**src/rtl/nrmc_pkg.sv**
```systemverilog
// Shared constants, types and helper functions for the RMC sentence parser.
package nrmc_pkg;

    localparam int MAX_SENTENCE_BYTES = 80;
    localparam int MAX_FIELD_CHARS    = 12;
    localparam int POS_W              = 4;
    localparam int COUNT_W            = 7;

    localparam logic [7:0] CH_DOLLAR = 8'h24;
    localparam logic [7:0] CH_STAR   = 8'h2A;
    localparam logic [7:0] CH_COMMA  = 8'h2C;
    localparam logic [7:0] CH_ZERO   = 8'h30;
    localparam logic [7:0] CH_A      = 8'h41;
    localparam logic [7:0] CH_S      = 8'h53;
    localparam logic [7:0] CH_W      = 8'h57;

    localparam logic [3:0] FLD_TIME   = 4'd1;
    localparam logic [3:0] FLD_STATUS = 4'd2;
    localparam logic [3:0] FLD_LAT    = 4'd3;
    localparam logic [3:0] FLD_NS     = 4'd4;
    localparam logic [3:0] FLD_LON    = 4'd5;
    localparam logic [3:0] FLD_EW     = 4'd6;
    localparam logic [3:0] FLD_LAST   = 4'd15;

    localparam logic [1:0] KIND_OTHER = 2'd0;
    localparam logic [1:0] KIND_RMC   = 2'd1;
    localparam logic [1:0] KIND_GGA   = 2'd2;

    typedef logic [MAX_FIELD_CHARS-1:0][7:0] fchars_t;

    typedef struct packed {
        logic        time_ok;
        logic [6:0]  hour;
        logic [6:0]  minute;
        logic [6:0]  second;
        logic        lat_ok;
        logic [25:0] lat_mag;
        logic        lon_ok;
        logic [26:0] lon_mag;
    } field_dec_t;

    function automatic logic is_digit(input logic [7:0] c);
        return (c >= 8'h30) && (c <= 8'h39);
    endfunction

    // Returns bit 4 set for a character that is not a hex digit.
    function automatic logic [4:0] hex_val(input logic [7:0] c);
        logic [4:0] v;
        v = 5'd16;
        if (c >= 8'h30 && c <= 8'h39)
        begin
            v = {1'b0, c[3:0]};
        end
        else if ((c >= 8'h41 && c <= 8'h46) || (c >= 8'h61 && c <= 8'h66))
        begin
            v = 5'({1'b0, c[3:0]} + 5'd9);
        end
        return v;
    endfunction

endpackage

```
**src/rtl/nmea_rmc_sentence_parser.sv**
```systemverilog
// Top level of the NMEA RMC sentence parser: input register, byte logic, result register.
//
//  channel | handshake           | payload
//  input   | in_valid, in_stall  | data_byte, line_overrun
//  output  | out_valid, out_stall| sentence_kind .. fix_valid
//
// A sentence's last item passes the input register, then its result is registered.
// One item enters per cycle unless in_stall; the byte logic sets that rate.
// Reset clears the sentence state and loads the held time 23:59:55.
// A stalled output holds back only an item that ends a sentence.
module nmea_rmc_sentence_parser (
    input  logic               clk,
    input  logic               rst_n,
    input  logic               in_valid,
    output logic               in_stall,
    input  logic [7:0]         data_byte,
    input  logic               line_overrun,
    output logic               out_valid,
    input  logic               out_stall,
    output logic [1:0]         sentence_kind,
    output logic               checksum_ok,
    output logic [6:0]         hour,
    output logic [6:0]         minute,
    output logic [6:0]         second,
    output logic signed [26:0] latitude,
    output logic signed [27:0] longitude,
    output logic               fix_valid
);

    localparam int PW = nrmc_pkg::POS_W;
    localparam int CW = nrmc_pkg::COUNT_W;

    logic in_v_reg, in_v_next;
    logic [7:0] c_reg;
    logic ovr_reg;

    logic [CW-1:0] byte_count_reg, byte_count_next;
    logic [7:0] xor_reg, xor_next;
    logic [3:0] fidx_reg, fidx_next;
    logic [PW-1:0] pos_reg, pos_next;
    logic [1:0] star_reg, star_next;
    logic [1:0] kind_reg, kind_next;
    logic [7:0] rcs_reg, rcs_next;
    logic hex_bad_reg, hex_bad_next;
    nrmc_pkg::fchars_t fch_reg, fch_next;

    logic t_pres_reg, t_pres_next;
    logic [6:0] t_h_reg, t_h_next, t_m_reg, t_m_next, t_s_reg, t_s_next;
    logic la_pres_reg, la_pres_next, la_s_reg, la_s_next;
    logic [25:0] la_mag_reg, la_mag_next;
    logic lo_pres_reg, lo_pres_next, lo_w_reg, lo_w_next;
    logic [26:0] lo_mag_reg, lo_mag_next;
    logic st_pres_reg, st_pres_next, st_fix_reg, st_fix_next;

    logic [6:0] hh_reg, hh_next, hm_reg, hm_next, hs_reg, hs_next;
    logic [26:0] hlat_reg, hlat_next;
    logic [27:0] hlon_reg, hlon_next;
    logic hfix_reg, hfix_next;

    logic out_v_reg, out_v_next;
    logic [1:0] o_kind_reg, o_kind_next;
    logic o_ok_reg, o_ok_next;

    nrmc_pkg::field_dec_t dec;
    logic produce, advance, fire;

    nrmc_field_dec u_dec (
        .chars (fch_reg),
        .len   (pos_reg),
        .dec   (dec)
    );

    assign produce  = (byte_count_reg != '0) && (star_reg == 2'd2);
    assign advance  = !(produce && out_v_reg && out_stall);
    assign fire     = in_v_reg && advance;
    assign in_stall = in_v_reg && !advance;

    always_comb
    begin
        logic [4:0] h;
        logic [CW-1:0] idx;
        logic [7:0] rmc_c, gga_c;
        logic closing, ok;
        logic [1:0] kind;

        in_v_next       = in_valid && !in_stall ? 1'b1 : (advance ? 1'b0 : in_v_reg);
        byte_count_next = byte_count_reg;
        xor_next        = xor_reg;
        fidx_next       = fidx_reg;
        pos_next        = pos_reg;
        star_next       = star_reg;
        kind_next       = kind_reg;
        rcs_next        = rcs_reg;
        hex_bad_next    = hex_bad_reg;
        fch_next        = fch_reg;
        t_pres_next = t_pres_reg; t_h_next = t_h_reg; t_m_next = t_m_reg; t_s_next = t_s_reg;
        la_pres_next = la_pres_reg; la_s_next = la_s_reg; la_mag_next = la_mag_reg;
        lo_pres_next = lo_pres_reg; lo_w_next = lo_w_reg; lo_mag_next = lo_mag_reg;
        st_pres_next = st_pres_reg; st_fix_next = st_fix_reg;
        hh_next = hh_reg; hm_next = hm_reg; hs_next = hs_reg;
        hlat_next = hlat_reg; hlon_next = hlon_reg; hfix_next = hfix_reg;
        o_kind_next = o_kind_reg;
        o_ok_next   = o_ok_reg;
        out_v_next  = (out_v_reg && !out_stall) ? 1'b0 : out_v_reg;
        h       = nrmc_pkg::hex_val(c_reg);
        idx     = byte_count_reg;
        rmc_c   = 8'h00;
        gga_c   = 8'h00;
        closing = 1'b0;
        ok      = 1'b0;
        kind    = nrmc_pkg::KIND_OTHER;

        if (fire)
        begin
            if (byte_count_reg == '0)
            begin
                if (c_reg == nrmc_pkg::CH_DOLLAR)
                begin
                    byte_count_next = CW'(1);
                    xor_next = '0; fidx_next = '0; pos_next = '0; star_next = '0;
                    kind_next = 2'b11; rcs_next = '0; hex_bad_next = 1'b0;
                    t_pres_next = 1'b0; la_pres_next = 1'b0; lo_pres_next = 1'b0;
                    st_pres_next = 1'b0; la_s_next = 1'b0; lo_w_next = 1'b0;
                    st_fix_next = 1'b0; t_h_next = '0; t_m_next = '0; t_s_next = '0;
                    la_mag_next = '0; lo_mag_next = '0;
                end
            end
            else
            begin
                byte_count_next = CW'(byte_count_reg + CW'(1));
                case (idx)
                    CW'(3): begin rmc_c = 8'h52; gga_c = 8'h47; end
                    CW'(4): begin rmc_c = 8'h4D; gga_c = 8'h47; end
                    CW'(5): begin rmc_c = 8'h43; gga_c = 8'h41; end
                    default: begin rmc_c = 8'h00; gga_c = 8'h00; end
                endcase
                if (idx >= CW'(3) && idx <= CW'(5))
                begin
                    if (c_reg != rmc_c) kind_next[0] = 1'b0;
                    if (c_reg != gga_c) kind_next[1] = 1'b0;
                end
                if (star_reg == 2'd0)
                begin
                    if (c_reg == nrmc_pkg::CH_STAR)
                    begin
                        closing   = 1'b1;
                        star_next = 2'd1;
                    end
                    else
                    begin
                        xor_next = xor_reg ^ c_reg;
                        if (c_reg == nrmc_pkg::CH_COMMA)
                        begin
                            closing = 1'b1;
                            if (fidx_reg < nrmc_pkg::FLD_LAST)
                            begin
                                fidx_next = 4'(fidx_reg + 4'd1);
                            end
                            pos_next = '0;
                        end
                        else if (fidx_reg != 4'd0
                                 && pos_reg < PW'(nrmc_pkg::MAX_FIELD_CHARS))
                        begin
                            for (int i = 0; i < nrmc_pkg::MAX_FIELD_CHARS; i++)
                            begin
                                if (pos_reg == PW'(i)) fch_next[i] = c_reg;
                            end
                            pos_next = PW'(pos_reg + PW'(1));
                        end
                    end
                    if (closing)
                    begin
                        case (fidx_reg)
                            nrmc_pkg::FLD_TIME:
                            begin
                                if (dec.time_ok)
                                begin
                                    t_pres_next = 1'b1; t_h_next = dec.hour;
                                    t_m_next = dec.minute; t_s_next = dec.second;
                                end
                            end
                            nrmc_pkg::FLD_STATUS:
                            begin
                                if (pos_reg != '0)
                                begin
                                    st_pres_next = 1'b1;
                                    st_fix_next  = (fch_reg[0] == nrmc_pkg::CH_A);
                                end
                            end
                            nrmc_pkg::FLD_LAT:
                            begin
                                if (dec.lat_ok)
                                begin
                                    la_pres_next = 1'b1; la_mag_next = dec.lat_mag;
                                end
                            end
                            nrmc_pkg::FLD_NS:
                            begin
                                if (pos_reg != '0) la_s_next = (fch_reg[0] == nrmc_pkg::CH_S);
                            end
                            nrmc_pkg::FLD_LON:
                            begin
                                if (dec.lon_ok)
                                begin
                                    lo_pres_next = 1'b1; lo_mag_next = dec.lon_mag;
                                end
                            end
                            nrmc_pkg::FLD_EW:
                            begin
                                if (pos_reg != '0) lo_w_next = (fch_reg[0] == nrmc_pkg::CH_W);
                            end
                            default: ;
                        endcase
                    end
                end
                else if (star_reg == 2'd1)
                begin
                    hex_bad_next = hex_bad_reg | h[4];
                    rcs_next     = {(h[4] ? 4'd0 : h[3:0]), 4'd0};
                    star_next    = 2'd2;
                end
                else
                begin
                    ok = !(hex_bad_reg | h[4])
                        && ({rcs_reg[7:4], (h[4] ? 4'd0 : h[3:0])} == xor_reg);
                    rcs_next = {rcs_reg[7:4], (h[4] ? 4'd0 : h[3:0])};
                    hex_bad_next = hex_bad_reg | h[4];
                    kind = kind_reg[0] ? nrmc_pkg::KIND_RMC
                         : (kind_reg[1] ? nrmc_pkg::KIND_GGA : nrmc_pkg::KIND_OTHER);
                    if (ok && kind == nrmc_pkg::KIND_RMC)
                    begin
                        if (t_pres_reg)
                        begin
                            hh_next = t_h_reg; hm_next = t_m_reg; hs_next = t_s_reg;
                        end
                        if (la_pres_reg)
                        begin
                            hlat_next = la_s_reg ? 27'(27'd0 - 27'(la_mag_reg)) : 27'(la_mag_reg);
                        end
                        if (lo_pres_reg)
                        begin
                            hlon_next = lo_w_reg ? 28'(28'd0 - 28'(lo_mag_reg)) : 28'(lo_mag_reg);
                        end
                        if (st_pres_reg) hfix_next = st_fix_reg;
                    end
                    o_kind_next     = kind;
                    o_ok_next       = ok;
                    out_v_next      = 1'b1;
                    byte_count_next = '0;
                    star_next       = 2'd0;
                end
                if (byte_count_next > CW'(nrmc_pkg::MAX_SENTENCE_BYTES - 1))
                begin
                    byte_count_next = '0;
                end
            end
            if (ovr_reg) byte_count_next = '0;
        end
    end

    always_ff @(posedge clk or negedge rst_n)
    begin
        if (!rst_n)
        begin
            in_v_reg       <= 1'b0;
            byte_count_reg <= '0;
            xor_reg        <= '0;
            fidx_reg       <= '0;
            pos_reg        <= '0;
            star_reg       <= '0;
            kind_reg       <= '0;
            rcs_reg        <= '0;
            hex_bad_reg    <= 1'b0;
            t_pres_reg     <= 1'b0;
            la_pres_reg    <= 1'b0;
            lo_pres_reg    <= 1'b0;
            st_pres_reg    <= 1'b0;
            la_s_reg       <= 1'b0;
            lo_w_reg       <= 1'b0;
            st_fix_reg     <= 1'b0;
            t_h_reg        <= '0;
            t_m_reg        <= '0;
            t_s_reg        <= '0;
            la_mag_reg     <= '0;
            lo_mag_reg     <= '0;
            hh_reg         <= 7'd23;
            hm_reg         <= 7'd59;
            hs_reg         <= 7'd55;
            hlat_reg       <= '0;
            hlon_reg       <= '0;
            hfix_reg       <= 1'b0;
            out_v_reg      <= 1'b0;
        end
        else
        begin
            in_v_reg       <= in_v_next;
            byte_count_reg <= byte_count_next;
            xor_reg        <= xor_next;
            fidx_reg       <= fidx_next;
            pos_reg        <= pos_next;
            star_reg       <= star_next;
            kind_reg       <= kind_next;
            rcs_reg        <= rcs_next;
            hex_bad_reg    <= hex_bad_next;
            t_pres_reg     <= t_pres_next;
            la_pres_reg    <= la_pres_next;
            lo_pres_reg    <= lo_pres_next;
            st_pres_reg    <= st_pres_next;
            la_s_reg       <= la_s_next;
            lo_w_reg       <= lo_w_next;
            st_fix_reg     <= st_fix_next;
            t_h_reg        <= t_h_next;
            t_m_reg        <= t_m_next;
            t_s_reg        <= t_s_next;
            la_mag_reg     <= la_mag_next;
            lo_mag_reg     <= lo_mag_next;
            hh_reg         <= hh_next;
            hm_reg         <= hm_next;
            hs_reg         <= hs_next;
            hlat_reg       <= hlat_next;
            hlon_reg       <= hlon_next;
            hfix_reg       <= hfix_next;
            out_v_reg      <= out_v_next;
        end
    end

    always_ff @(posedge clk)
    begin
        if (in_valid && !in_stall)
        begin
            c_reg   <= data_byte;
            ovr_reg <= line_overrun;
        end
        fch_reg    <= fch_next;
        o_kind_reg <= o_kind_next;
        o_ok_reg   <= o_ok_next;
    end

    assign out_valid     = out_v_reg;
    assign sentence_kind = o_kind_reg;
    assign checksum_ok   = o_ok_reg;
    assign hour          = hh_reg;
    assign minute        = hm_reg;
    assign second        = hs_reg;
    assign latitude      = hlat_reg;
    assign longitude     = hlon_reg;
    assign fix_valid     = hfix_reg;

    assert property (@(posedge clk) disable iff (!rst_n)
        out_v_reg |-> o_kind_reg != 2'd3)
        else $error("Result carries an undefined sentence kind.");

    assert property (@(posedge clk) disable iff (!rst_n)
        byte_count_reg < CW'(nrmc_pkg::MAX_SENTENCE_BYTES))
        else $error("Byte count passed the sentence limit.");

    assert property (@(posedge clk) disable iff (!rst_n)
        pos_reg <= PW'(nrmc_pkg::MAX_FIELD_CHARS))
        else $error("Field character position passed the buffer size.");

    assert property (@(posedge clk) disable iff (!rst_n)
        in_stall |-> out_v_reg && produce)
        else $error("Input stalled without a waiting result.");

endmodule

```
**src/rtl/nrmc_field_dec.sv**
```systemverilog
// Decoder for the time, latitude and longitude fields held in the field buffer.
module nrmc_field_dec (
    input  nrmc_pkg::fchars_t                chars,
    input  logic [nrmc_pkg::POS_W-1:0]       len,
    output nrmc_pkg::field_dec_t             dec
);

    logic [11:0] dig;
    logic [11:0][3:0] dv;

    always_comb
    begin
        for (int i = 0; i < 12; i++)
        begin
            if (i < nrmc_pkg::MAX_FIELD_CHARS)
            begin
                dig[i] = nrmc_pkg::is_digit(chars[i]);
                dv[i]  = chars[i][3:0];
            end
            else
            begin
                dig[i] = 1'b0;
                dv[i]  = 4'd0;
            end
        end
    end

    function automatic logic [6:0] two(input logic [3:0] hi, input logic [3:0] lo);
        return 7'(7'(hi) * 7'd10 + 7'(lo));
    endfunction

    logic [7:0] lon_deg;

    always_comb
    begin
        dec.time_ok = (len >= 4'd6) && (&dig[5:0]);
        dec.hour    = two(dv[0], dv[1]);
        dec.minute  = two(dv[2], dv[3]);
        dec.second  = two(dv[4], dv[5]);
        dec.lat_ok  = (len >= 4'd9) && (&dig[3:0]) && (&dig[8:5]);
        dec.lat_mag = 26'(26'(two(dv[0], dv[1])) * 26'd600000
                    + 26'(two(dv[2], dv[3])) * 26'd10000
                    + 26'(two(dv[5], dv[6])) * 26'd100
                    + 26'(two(dv[7], dv[8])));
        lon_deg     = 8'(8'(two(dv[1], dv[2]))
                    + ((chars[0] != nrmc_pkg::CH_ZERO) ? 8'd100 : 8'd0));
        dec.lon_ok  = (len >= 4'd10) && (&dig[4:0]) && (&dig[9:6]);
        dec.lon_mag = 27'(27'(lon_deg) * 27'd600000
                    + 27'(two(dv[3], dv[4])) * 27'd10000
                    + 27'(two(dv[6], dv[7])) * 27'd100
                    + 27'(two(dv[8], dv[9])));
    end

endmodule
```
**config.mk**
```make
export PLATFORM = sky130hd
export DESIGN_NAME = nmea_rmc_sentence_parser
export DESIGN_NICKNAME = d
export VERILOG_FILES = /design/src/rtl/nrmc_pkg.sv /design/src/rtl/nmea_rmc_sentence_parser.sv /design/src/rtl/nrmc_field_dec.sv
export SDC_FILE = /design/constraint.sdc
export NUM_CORES = 1
export LEC_CHECK = 0
export BUFFER_PORTS_ARGS = -buffer_cell sky130_fd_sc_hd__buf_2
export CAP_MARGIN = 20
export CORE_MARGIN = 8
export CORE_UTILIZATION = 69
export CTS_CLUSTER_SIZE = 20
export DETAILED_ROUTE_END_ITERATION = 10
export GPL_ROUTABILITY_DRIVEN = 0
export GPL_TIMING_DRIVEN = 1
export PLACE_DENSITY = 0.94
export SETUP_SLACK_MARGIN = 0.02
export SKIP_LAST_GASP = 1
export SYNTH_ARGS = -nofsm -noshare
export SYNTH_HDL_FRONTEND = slang
export SYNTH_HIERARCHICAL = 1
export SYNTH_SLANG_ARGS = --single-unit
```
**constraint.sdc**
```tcl
create_clock -name clk -period 19.9 [get_ports clk]
set_clock_uncertainty 0.05 [all_clocks]
set_input_delay 3.98 -clock clk [delete_from_list [all_inputs] [get_ports clk]]
set_output_delay 3.98 -clock clk [all_outputs]
set_load 0.05 [all_outputs]
```
Word level (Yosys, flattened, before mapping)
Index checks and enable logic that the tools add are counted.
W data, S select, Z words.
{"block": "totals", "in_bits": 13, "register_bits": 284, "out_inout_bits": 82, "word_cells": 381}
{"block": "op_classes", "n_reduce_logical": 95, "multipliers": 15, "bitwise": 7, "n_addsub": 22, "muxes": 128, "n_lt_le_gt_ge": 34, "eq_ne": 37}
{"cell": "$mux W27", "n": 7}
{"cell": "$mux W7", "n": 25}
{"cell": "$mux W26", "n": 6}
{"cell": "$ge A8 B6 Y1 const B", "n": 11}
{"cell": "$le A8 B6 Y1 const B", "n": 11}
{"cell": "$mux W8", "n": 11}
{"cell": "$reduce_and A6 Y1", "n": 12}
{"cell": "$reduce_and A7 Y1", "n": 10}
{"cell": "$add A7 B4 Y7", "n": 9}
{"cell": "$mul A4 B3 Y6 const B", "n": 9}
{"cell": "$mux W1", "n": 52}
{"cell": "$mux W4", "n": 12}
{"cell": "$reduce_bool A2 Y1", "n": 18}
{"cell": "$mul A7 B10 Y17 const B", "n": 2}
{"cell": "$reduce_and A4 Y1", "n": 8}
{"cell": "$logic_and A1 B1 Y1", "n": 29}
{"cell": "$eq A4 B3 Y1 const B", "n": 7}
{"cell": "$mux W28", "n": 1}
{"cell": "$sub A1 B27 Y28 const A", "n": 1}
{"cell": "$add A27 B14 Y27", "n": 1}
{"cell": "$add A27 B21 Y27", "n": 1}
{"cell": "$add A27 B7 Y27", "n": 1}
{"cell": "$sub A1 B26 Y27 const A", "n": 1}
{"cell": "$add A26 B14 Y26", "n": 1}
{"cell": "51 further kinds", "n": 92}

Longest topological paths before layout
{"block": "depth", "word_depth": 12, "depth_mapped": 36, "depth_no_buf": 36}

Hierarchy
The synthesis kept the hierarchy.
{"module": "nmea_rmc_sentence_parser", "n_inst": 1, "area_per_inst_um2": 13095.1, "cells_each": 1104}
{"module": "nrmc_field_dec", "n_inst": 1, "area_per_inst_um2": 11509.8, "cells_each": 1287}

Worst setup path before layout
No wires, ideal clock.
{"block": "synth_timing", "path_kind": "input port to output port", "startpoint": "in out_stall", "endpoint": "out in_stall", "t_arrival_ps": 4840, "n_path_buf": 0, "required_time_ps": 15870, "cell_stages": 2, "slack_ps": 11030, "cell_sequence": "nand4b_1 > nor2_1"}
{"block": "synth_between", "elab_chain_len": 2}
{"item": "start, declared", "line": "nmea_rmc_sentence_parser.sv:19", "text": "input logic out_stall,"}
{"item": "$logic_and A1 B1 Y1", "line": "nmea_rmc_sentence_parser.sv:74", "text": "assign advance = !(produce && out_v_reg && out_stall);"}
{"item": "$logic_and A1 B1 Y1", "line": "nmea_rmc_sentence_parser.sv:76", "text": "assign in_stall = in_v_reg && !advance;"}
{"item": "end, declared", "line": "nmea_rmc_sentence_parser.sv:15", "text": "output logic in_stall,"}
Every way passes these cells.

==> results.json <==
{
  "topRoutingLayerUsed": "met5",
  "clkPwrFrac_pct": 12.0,
  "clk_path_buf_depth": 3,
  "hpwlAfterDp_um": 44100,
  "placementRows": 68,
  "crit_path_max_fanout": 9,
  "grt_max_degree": 89,
  "grt_pass1_vias": 19496,
  "cp_slowest_stage_delay_ns": 0.60,
  "die_w_um": 203,
  "h-tree-depth": 1,
  "clk-insertion-delay-late_ns": 0.60,
  "initial_core_util_pct": 70.0,
  "path_clk_slew_ns": 0.07,
  "fin_util_pct": 75.6,
  "worst_slew_pin_slew_ns": 1.12,
  "cp.arrival_ns": 9.77,
  "fin_crit_ns": 9.33,
  "max_slew_margin_pct": 25.2,
  "die_h_um": 203,
  "via_per_inst": 6.38,
  "rsz0062_at_grt": "false",
  "dr_total_vias": 18701,
  "drive_gt1_share_pct": 11.6,
  "finalSetupViolCount": 0,
  "crit_path_end_kind": "flip-flop",
  "status": "completed",
  "place_ws_ns": 10.81,
  "layout_setup_ws_ns": 10.57,
  "netlist_instances": 2373,
  "io_buffers": 94,
  "drtAntennaViolNets": 0,
  "startpoint_type": "flip-flop",
  "cp_common_cell": "ha_1",
  "whs_ns": 0.447,
  "numClockSinks": 284,
  "tritoncts": "yes",
  "drv_cap": 0,
  "drt_iter0_markers": 1674,
  "fin_nets": 2961,
  "pwr-share-seq_pct": 15.6,
  "synth_warnings": 6,
  "postCtsSetupBuffers": 0,
  "total_power_mw": 4.86,
  "syn_nets": 2880,
  "wl_met1_um": 23100,
  "cts-buffers-inserted": 30,
  "die_area_sq_um": 41200,
  "ir_drop_mv": 0.247,
  "cts_resized": 0,
  "holdCritPathClass": "reg -> reg",
  "postSynthAreaPerCell_sq_um": 10.2,
  "area_delta_synth_final_pct": 8.03,
  "grt_pass1_wl_um": 97300,
  "p_switching_mw": 2.34,
  "leakage_nw": 12.6,
  "fin_setup_tns_ns": 0,
  "largest_reg_flops": 80,
  "hold_viol": 0,
  "core_sq_um": 34500,
  "route.detailed.drc": 0,
  "antennaDiodeCount": 0,
  "post-route-period-util_pct": 46.9,
  "overflow": 0,
  "synth_area_sq_um": 24100,
  "wire_per_inst_um": 20.4,
  "p_per_area_nw_per_um2": 187,
  "antenna_found_initial": 1,
  "route.met2.wl_um": 28900,
  "hold_buffers": 0,
  "fmax_mhz": 107,
  "cts_root_buf": "clkbuf_16",
  "nFillCells": 2028,
  "swShare_pct": 48.0,
  "worstPathRequired_ns": 20.34,
  "finalMaxSlewViolations": 0,
  "slowest_stage": "edfxtp_1",
  "wl_um": 59900,
  "drt_first_pass_iters": 7,
  "share_comb_of_total_power_pct": 72.5,
  "grt_util_all_layers_pct": 28.7,
  "p_int_mw": 2.53,
  "path_class": "reg -> reg",
  "route.met3.wl_um": 4730,
  "io_pins": 95
}
[final timing paths]
path	startpoint	endpoint	slack, ns	depth (start not counted)
min reg2reg	t_pres_reg	t_pres_reg	0.45	2
max	fch_reg[8]	lo_mag_reg[26]	10.57	34
min	t_pres_reg	t_pres_reg	0.45	2
max in group asynchronous	rst_n	lo_mag_reg[24]	15.18	2
min in group asynchronous	rst_n	byte_count_reg[3]	3.30	1
max reg2reg	fch_reg[8]	lo_mag_reg[26]	10.57	34
[layout make-up]
class	instances	area, sq um	area share, %
well taps	455	569	2.19
clock buffers	35	769	2.95
repair buffers	111	621	2.38
flip-flops and latches	284	7580	29.1
multi-input cells	1806	15400	59.2
clock inverters	21	246	0.946
inverters	221	830	3.18
[critical path: cells and delay by family (launching register included)]
kind | cells | cell delay (ns)
AOI/OAI and AO/OA | 9 | 2.07
xor gates and xnor gates | 3 | 0.48
adders and majority gates | 12 | 4.56
buffers and inverters | 4 | 0.36
DFF | 1 | 0.60
and+or+nand+nor | 6 | 1.11
[placed cells by master, fill, tap and decap left out, types with 13 or more instances in the layout]
cell type,instances
dfstp_2,14
o21bai_1,21
nor4_1,14
inv_1,221
or3_1,20
a21o_1,45
nand4_1,19
or2_2,13
mux2_2,79
o21ai_1,25
nand2b_1,19
xnor2_1,148
nor3_1,32
clkbuf_16,30
o21a_1,16
o31ai_1,22
ha_1,397
nor2b_1,20
o211ai_1,16
buf_4,14
dfrtp_1,178
nor2_1,90
edfxtp_1,92
buf_2,93
o21ai_0,135
and3_1,19
a21oi_1,88
nand2_1,230
xor2_1,53
nand3_1,33
fa_1,97
[power groups by stage]
stage	clock network, mW	logic [mW]	registers, mW
after floorplan	0	2.72	0.737
after global placement	0	3.20	0.757
after detailed placement	0	3.39	0.764
after CTS	0.587	3.46	0.755
after global routing	0.611	3.89	0.766
final	0.582	3.52	0.757
[metrics by stage]
| stage | cell area [sq um] | std cells |
|---|---|---|
| 2_1_floorplan | 24100 | 2373 |
| 3_3_place_gp | 25000 | 2873 |
| 3_5_place_dp | 25000 | 2873 |
| 4_1_cts | 26000 | 2929 |
| 5_1_grt | 26100 | 2933 |
| 6_report | 26100 | 2933 |
[metal layers]
metal	GRT usage (%)	vias up
li1	-	8548
met1	34.2	8979
met2	49.3	916
met3	5.08	256
met4	14.8	2
met5	0	-
Note: power is estimated with default switching activity, not from simulation.
